### config.mk
export PLATFORM = sky130hd
export DESIGN_NAME = mcet_fifo
export DESIGN_NICKNAME = d
export VERILOG_FILES = /design/src/rtl/mcet_pkg.sv /design/src/rtl/mcet_fifo.sv
export SDC_FILE = /design/constraint.sdc
export NUM_CORES = 1
export LEC_CHECK = 0
export BUFFER_PORTS_ARGS = -buffer_cell sky130_fd_sc_hd__buf_2
export CAP_MARGIN = 10
export CORE_UTILIZATION = 45
export CTS_BUF_LIST = sky130_fd_sc_hd__clkbuf_8
export CTS_CLUSTER_DIAMETER = 30
export DETAILED_ROUTE_END_ITERATION = 16
export PLACE_DENSITY = 0.7
export REMOVE_ABC_BUFFERS = 1
export SLEW_MARGIN = 20
export SYNTH_ARGS = -nofsm -noshare
export SYNTH_HDL_FRONTEND = slang
export SYNTH_SLANG_ARGS = --single-unit
### constraint.sdc
create_clock -name clk -period 10.6 [get_ports clk]
set_input_delay 1.06 -clock clk [delete_from_list [all_inputs] [get_ports clk]]
set_output_delay 1.06 -clock clk [all_outputs]
set_load 0.01 [all_outputs]
### src/rtl/mcet_pkg.sv
// Shared types, codes and constants of the mission clock and event timers.
package mcet_pkg;

	// Sizes of state and fields.
	localparam int NUM_EVENT_TIMERS = 2;
	localparam int NUM_MODE_REGS    = 2;
	localparam int CLK_W            = 36;
	localparam int EV_W             = 23;
	localparam int DELTA_W          = 16;
	localparam int TSEL_W           = 1;
	localparam int MODE_W           = 2;
	localparam int CFG_IDX_W        = 2;
	localparam int FIFO_DEPTH       = 4;
	localparam int FIFO_PTR_W       = $clog2(FIFO_DEPTH);
	localparam int NUM_STAGES       = 7;

	// Time constants: limits in milliseconds, the day wrap and the test display value.
	localparam logic [CLK_W-1:0] DAYS400_MS   = 36'd34560000000;
	localparam logic [EV_W-1:0]  EVENT_MAX_MS = 23'd5999999;
	localparam logic [8:0]       DAYS_WRAP    = 9'd400;
	localparam logic [6:0]       TEST_SHOW    = 7'd88;

	// Item kinds.
	localparam logic [2:0] KIND_TICK  = 3'd0;
	localparam logic [2:0] KIND_LOAD  = 3'd1;
	localparam logic [2:0] KIND_START = 3'd2;
	localparam logic [2:0] KIND_STOP  = 3'd3;
	localparam logic [2:0] KIND_CLEAR = 3'd4;

	// Event timer modes.
	localparam logic [MODE_W-1:0] MODE_DOWN = 2'd0;
	localparam logic [MODE_W-1:0] MODE_UP   = 2'd1;
	localparam logic [MODE_W-1:0] MODE_TEST = 2'd2;

	// Configuration register indexes.
	localparam logic [CFG_IDX_W-1:0] REG_TIMER0_MODE = 2'd0;
	localparam logic [CFG_IDX_W-1:0] REG_TIMER1_MODE = 2'd1;

	// Reciprocals for exact division by constants: q = (x * M) >> S.
	// Milliseconds split, upper 18 bits of the accumulator by 1000.
	localparam logic [36:0] M_KILO_HI = 37'd268436;        // S = 28
	// Milliseconds split, 28-bit remainder word by 1000.
	localparam logic [56:0] M_KILO_LO = 57'd274877907;     // S = 38
	// Seconds by 60, 26-bit operand.
	localparam logic [52:0] M_SIXTY_S = 53'd71582789;      // S = 32
	// Minutes by 60, 20-bit operand.
	localparam logic [40:0] M_SIXTY_M = 41'd1118482;       // S = 26
	// Hours by 24, 14-bit operand.
	localparam logic [28:0] M_DAY_H   = 29'd21846;         // S = 19
	// Event timer milliseconds by 1000, 23-bit operand.
	localparam logic [46:0] M_EV_KILO = 47'd8589935;       // S = 33
	// Event timer seconds by 60, 13-bit operand.
	localparam logic [26:0] M_EV_SIXTY = 27'd8739;         // S = 19

	// One input item.
	typedef struct packed {
		logic [2:0]         kind;
		logic [TSEL_W-1:0]  timer_select;
		logic [DELTA_W-1:0] delta_ms;
		logic [6:0]         load_minutes;
		logic [5:0]         load_seconds;
	} item_t;

	// One result item.
	typedef struct packed {
		logic [8:0] gmt_day;
		logic [4:0] gmt_hour;
		logic [5:0] gmt_minute;
		logic [5:0] gmt_second;
		logic [9:0] gmt_milli;
		logic [8:0] met_day;
		logic [4:0] met_hour;
		logic [5:0] met_minute;
		logic [5:0] met_second;
		logic [9:0] met_milli;
		logic [6:0] event_minutes;
		logic [6:0] event_seconds;
	} result_t;

	// Display flags of the addressed event timer.
	typedef struct packed {
		logic test;
		logic none;
	} ev_flag_t;

	// State snapshot handed from the front to the back.
	typedef struct packed {
		logic [CLK_W-1:0] gmt_ms;
		logic [CLK_W-1:0] met_ms;
		logic [EV_W-1:0]  ev_ms;
		ev_flag_t         flags;
	} snap_t;

	// Broken-down clock, day counted from zero.
	typedef struct packed {
		logic [8:0] day0;
		logic [4:0] hour;
		logic [5:0] minute;
		logic [5:0] second;
		logic [9:0] milli;
	} clk_fields_t;

endpackage

### src/rtl/mcet_fifo.sv
// Short snapshot queue between the front and the back.
module mcet_fifo import mcet_pkg::*; (
	input  logic  clk,
	input  logic  arst_n,
	input  logic  push,
	input  snap_t wdata,
	output logic  full,
	input  logic  pop,
	output snap_t rdata,
	output logic  empty
);

	snap_t                 mem_q [FIFO_DEPTH];
	logic [FIFO_PTR_W-1:0] wr_ptr_q, rd_ptr_q;
	logic [FIFO_PTR_W:0]   cnt_q;

	assign full  = (cnt_q == (FIFO_PTR_W+1)'(FIFO_DEPTH));
	assign empty = (cnt_q == '0);
	assign rdata = mem_q[rd_ptr_q];

	// Entry storage.
	always_ff @(posedge clk) begin
		if (push) begin
			mem_q[wr_ptr_q] <= wdata;
		end
	end

	// Pointers and fill count.
	always_ff @(posedge clk or negedge arst_n) begin
		if (!arst_n) begin
			wr_ptr_q <= '0;
			rd_ptr_q <= '0;
			cnt_q    <= '0;
		end else begin
			if (push) begin
				wr_ptr_q <= wr_ptr_q + FIFO_PTR_W'(1);
			end
			if (pop) begin
				rd_ptr_q <= rd_ptr_q + FIFO_PTR_W'(1);
			end
			if (push && !pop) begin
				cnt_q <= cnt_q + (FIFO_PTR_W+1)'(1);
			end else if (pop && !push) begin
				cnt_q <= cnt_q - (FIFO_PTR_W+1)'(1);
			end
		end
	end

	a_no_push_full: assert property (@(posedge clk) disable iff (!arst_n)
		push |-> !full) else $error("queue written while full");
	a_no_pop_empty: assert property (@(posedge clk) disable iff (!arst_n)
		pop |-> !empty) else $error("queue read while empty");
	a_cnt_range: assert property (@(posedge clk) disable iff (!arst_n)
		cnt_q <= (FIFO_PTR_W+1)'(FIFO_DEPTH)) else $error("queue count out of range");
	a_cnt_up: assert property (@(posedge clk) disable iff (!arst_n)
		push && !pop |=> cnt_q == $past(cnt_q) + (FIFO_PTR_W+1)'(1))
		else $error("queue count did not follow a lone write");

endmodule

==> results.yml, run 1 <==
outcome:
  status: "complete, no violations"
layout:
  fill_cells: 2367
  fin_nets: 914
  drive_above_1_share_pct: 48.9
  layout_common_cells: "edfxtp_1 (388), buf_2 (199), mux4_2 (97), clkbuf_8 (80), inv_1 (21)"
  synthToLayoutAreaGrowth_pct: 21.2
  final_common_cell: "edfxtp_1"
  utilization_pct: 55.3
clocking:
  cts_buffers: 80
  cts-htree-levels: 3
  clk_latency_ns: 0.57
  cts-root-buf: "clkbuf_8"
  cts_resized: 0
  cts_tree: "yes"
  holdBufCountCts: 0
  cts.sinks: 395
  cts_max_path_buffers: 3
  clk_pin_slew_ns: 0.05
  postCtsSetupBuffers: 0
die:
  core_area_um2: 31500
  dieArea_um2: 32600
  die_y_um: 181
  io_pins: 200
  die_width_um: 181
  initial_utilization_pct: 45.6
  rows: 65
global_routing:
  grt_pass1_vias: 7170
  grt_max_degree: 59
  grt_util_all_layers_pct: 16.3
  overflow: 0
  grt_pass1_wl_um: 39800
  antenna_found_initial: 6
place:
  port_buffers: 199
  gp_congestion: 0.698
  dp_hpwl_um: 14600
routing:
  firstDrtPassIters: 4
  drtIter0Drc: 323
  drt-wirelength-per-cell_um: 20.4
  viasPerCell: 5.12
  drtAntennaViolNets: 0
  drc: 0
  num_vias: 6532
  drt-total-wl_um: 26000
worst_setup_path:
  crit_slowest_cell: "buf_4"
  path_cells: "buf_4 > buf_4 > mux4_2 > buf_2"
  critPathArrivalTime_ns: 3.58
  cp_common_cell: "buf_4"
  cp_slowest_stage_delay_ns: 0.83
  crit_type: "register to primary output"
  cp.required_ns: 9.54
  critPathLaunchType: "register"
  cp-end-kind: "primary output"
  crit_fanout: 46
sta:
  fmax_mhz: 215
  rsz0062_at_grt: "false"
  slew_headroom_pct: 38.3
  period_share_pct: 43.8
  drv_slew: 0
  tightest_slew_ns: 0.925
  finalCriticalPeriod_ns: 4.64
  hold_violations: 0
  finalClockSkew_ns: 0.0175
  setup-tns-final_ns: 0
  finalSetupViolations: 0
  whs_ns: 0.320
synthesis:
  ys_ff_latch: 395
  syn_area_um2: 14400
  yosys_warnings: 0
  synth_top_cell_by_area: "edfxtp_1"
  synth_top_cell_area_share_pct: 81.1
  synth_area_leaders: "edfxtp_1 (81%), mux4_2 (15%), dfrtp_1 (1.2%)"
  syn_inst: 541
  synth-seq-area-share_pct: 82.4
  yosysUniqueCellTypes: 20
  avgSynthCellArea_um2: 26.5
flow_run:
  drv_cap: 0
power_and_ir_drop:
  fin_total_pwr_mw: 4.93
  p_leak_nw: 6.06
  vdd_drop_max_uv: 145
  p_per_area_nw_per_um2: 283
hold_path:
  hold_class: "input port to asynchronous set/reset pin"
report_power, final:
part           switching [mW]  internal [mW]
sequential              0.124           2.05
clock                   0.641          0.867
combinational           0.659          0.587
total                    1.42           3.50
path summary, 6_finish.rpt:
path,start,to,cells past startpoint,slack (ns)
setup / recovery,rd_ptr_q[0],rdata[53],4,5.96
hold reg to reg,cnt_q[2],cnt_q[2],1,0.49
max in group asynchronous,arst_n,rd_ptr_q[0],1,10.08
setup reg to reg,wr_ptr_q[1],mem_q[1][68],4,8.11
hold / removal,arst_n,cnt_q[2],1,0.32
min in group clk,cnt_q[2],cnt_q[2],1,0.49
synthesized netlist by cell type:
master	number
edfxtp_1	388
mux4_2	97
buf_2	12
dfrtp_1	7
clkbuf_1	6
ha_1	5
and2_1	4
inv_1	4
xor2_1	4
buf_6	2
nand2_1	2
xnor2_1	2
buf_12	1
buf_4	1
fa_1	1
mux2_2	1
nor2_1	1
nor3_1	1
nor3b_1	1
o21ai_0	1
state kept, by name, summed over array words and instances (netlist names):
signal / count
wr_ptr_q: 2
mem_q: 388
cnt_q: 3
rd_ptr_q: 2
through the flow:
stage	cells	area [um2]	setup slack, ns
floorplan	519	14200	5.03
global placement	1127	15800	6.37
detailed placement	1127	15800	6.38
CTS	1272	17400	5.74
global route	1273	17400	5.54
finish	1275	17400	5.96
layer usage:
layer | global-route usage, % | up-vias | share of wire (%)
li1 | - | 2904 | -
met1 | 19.4 | 3357 | 40
met2 | 27.1 | 226 | 50
met3 | 6.33 | 39 | 8.2
met4 | 5.54 | 6 | 1.6
met5 | 0 | - | 0.17
layout make-up:
type | instances | area, um2 | area share (%)
Antenna cell | 3 | 7.51 | 0.0431
Clock buffer | 80 | 1100 | 6.33
Clock inverter | 65 | 497 | 2.85
Inverter | 4 | 15.0 | 0.0863
Multi-Input combinational cell | 120 | 2390 | 13.8
Sequential cell | 395 | 11800 | 68.0
Tap cell | 402 | 503 | 2.89
Timing Repair Buffer | 206 | 1050 | 6.03
worst max-delay path, delay by kind of cell, from the launching register on:
| family | cells | cell delay, ns |
|---|---|---|
| DFF | 1 | 0.71 |
| buffers and inverters | 3 | 1.62 |
| muxes | 1 | 0.63 |
cells by family (layout without fill, tap and decap cells):
logic type	count (synthesis)	count (layout)	synth area share, %
adder cells (fa/ha/maj)	6	6	0.575
flip-flops	395	395	82.4
multiplexers	98	98	15.3
buffers and inverters	26	355	1.03
other	0	3	0
AO/OA/AOI/OAI	1	1	0.0348
AND/OR/NAND/NOR	9	9	0.340
XOR/XNOR	6	6	0.366
No activity file was read; power rests on OpenSTA's default activity.
==> inputs of run 2 (changes only) <==
Settings changed: PLACE_DENSITY 0.7 to 0.73.
Clock period 10.6 ns to 3.8 ns, I/O delays scaled along.
==> run 2 against run 1 <==
  * Critical path depth shrank 1
  * Routed wire length grew 3.9%
  * Setup slack lost 4.8 ns
  * Register-to-register slack lost 6.4 ns
  * First-iteration DRC count grew 38%
  * Sequential cell count is the same
  * Sequential power grew to 2.7 times the previous value
  * Combinational power grew to 3.0 times the previous value
  * Clock-buffer cell count shrank 4
  * Non-clock buffer count grew 97
  * Final cell count grew 6.7%
  * Critical endpoint is now rdata[91]
  * Highest routed layer is now met4
==> results.yml, run 2 (synthesized netlist as in run 1, its figures left out) <==
clocking:
  cts.sinks: 395
  holdBufCountCts: 95
  postCtsSetupBuffers: 0
  cts_max_path_buffers: 3
  clk_pin_slew_ns: 0.05
  cts_resized: 0
  cts-root-buf: "clkbuf_8"
  cts-htree-levels: 3
  cts_tree: "yes"
  cts_buffers: 75
  clk_latency_ns: 0.58
worst_setup_path:
  cp-end-kind: "primary output"
  critPathLaunchType: "register"
  crit_fanout: 30
  reg2reg_depth: 4
  cp.required_ns: 3.42
  critPathArrivalTime_ns: 2.22
  crit_type: "register to primary output"
place:
  dp_cells: 1128
  dp_hpwl_um: 14400
  port_buffers: 199
  gp_congestion: 0.717
  dpl-instance-area_um2: 15900
layout:
  top_regs: "mem_q (388), cnt_q (3)"
  final_cell_area_um2: 18400
  finalNonFillerCells: 1361
  drive_above_1_share_pct: 43.7
  fin_nets: 1006
  top_register: "mem_q"
  largest_reg_flops: 388
  synthToLayoutAreaGrowth_pct: 28.3
  fill_cells: 2254
  utilization_pct: 58.6
  layout_common_cells: "edfxtp_1 (388), buf_2 (199), mux4_2 (97), dlygate4sd3_1 (96), clkbuf_8 (76)"
  final_common_cell: "edfxtp_1"
power_and_ir_drop:
  vdd_drop_max_uv: 542
  p_leak_nw: 6.47
  p_per_area_nw_per_um2: 758
global_routing:
  grt_max_degree: 55
  grt_util_all_layers_pct: 17.1
  grt_pass1_vias: 7746
  overflow: 0
  grt_pass1_wl_um: 42300
  antenna_found_initial: 2
sta:
  finalSetupViolations: 0
  finalCriticalPeriod_ns: 2.60
  rsz0062_at_grt: "false"
  drv_slew: 0
  fmax_mhz: 384
  tightest_slew_ns: 0.734
  slew_headroom_pct: 51.0
  whs_ns: 0.0485
  hold_violations: 0
  period_share_pct: 68.5
  setup-tns-final_ns: 0
  finalClockSkew_ns: 0.0183
die:
  die_y_um: 181
  dieArea_um2: 32600
  io_pins: 200
  initial_utilization_pct: 45.6
  rows: 65
  die_width_um: 181
  core_area_um2: 31500
routing:
  viasPerCell: 5.05
  drtAntennaViolNets: 0
  drc: 0
  drt-total-wl_um: 27100
  drt-wirelength-per-cell_um: 19.9
  drtIter0Drc: 446
  firstDrtPassIters: 4
  num_vias: 6870
flow_run:
  drv_cap: 0
hold_path:
  hold_path_depth: 1
  hold_class: "input port to register"
outcome:
  status: "complete, no violations"
==> run 2: path summary, 6_finish.rpt <==
| path | startpoint | to | slack [ns] |
|---|---|---|---|
| worst max register to register | wr_ptr_q[0] | mem_q[2][92] | 1.73 |
| worst max-delay path | rd_ptr_q[1] | rdata[91] | 1.20 |
| worst min-delay path | wdata[86] | mem_q[1][86] | 0.05 |
| max in group asynchronous | arst_n | rd_ptr_q[1] | 3.42 |
| min in group asynchronous | arst_n | cnt_q[1] | 0.19 |
| worst min register to register | cnt_q[2] | cnt_q[2] | 0.53 |
==> run 2: where the power goes <==
| group | switching, mW | internal, mW | leakage [nW] |
|---|---|---|---|
| Combinational | 2.01 | 1.78 | 1.99 |
| Clock | 1.73 | 2.50 | 0.835 |
| Sequential | 0.232 | 5.71 | 3.64 |
==> run 2: worst max-delay path, stage by stage, from the launching register on <==
cell and delay [ns]:
dfrtp_4 0.61, buf_4 0.46, mux4_2 0.40, buf_2 0.16
==> run 2: area by class of cell <==
type / count / area (um2) / share of cell area, %
Antenna cell: 2 / 5.00 / 0.0272
Clock buffer: 76 / 1050 / 5.68
Clock inverter: 59 / 527 / 2.86
Inverter: 4 / 15.0 / 0.0815
Multi-Input combinational cell: 120 / 2390 / 13.0
Sequential cell: 395 / 11800 / 64.2
Tap cell: 402 / 503 / 2.73
Timing Repair Buffer: 303 / 2100 / 11.4
==> run 2: through the flow <==
step | setup slack, ns | power (mW)
finish | 1.20 | 14.0
global route | 1.08 | 14.6
CTS | 1.14 | 14.2
detailed placement | 1.70 | 9.82
global placement | 1.74 | 9.76
floorplan | -1.09 | 8.53
==> run 2: layer usage <==
| layer | up-vias | track usage, % | routed length [um] |
|---|---|---|---|
| li1 | 3078 | - | - |
| met1 | 3534 | 21.6 | 11400 |
| met2 | 225 | 28.2 | 13500 |
| met3 | 33 | 5.38 | 1790 |
| met4 | 0 | 5.74 | 401 |
| met5 | - | 0 | 0 |
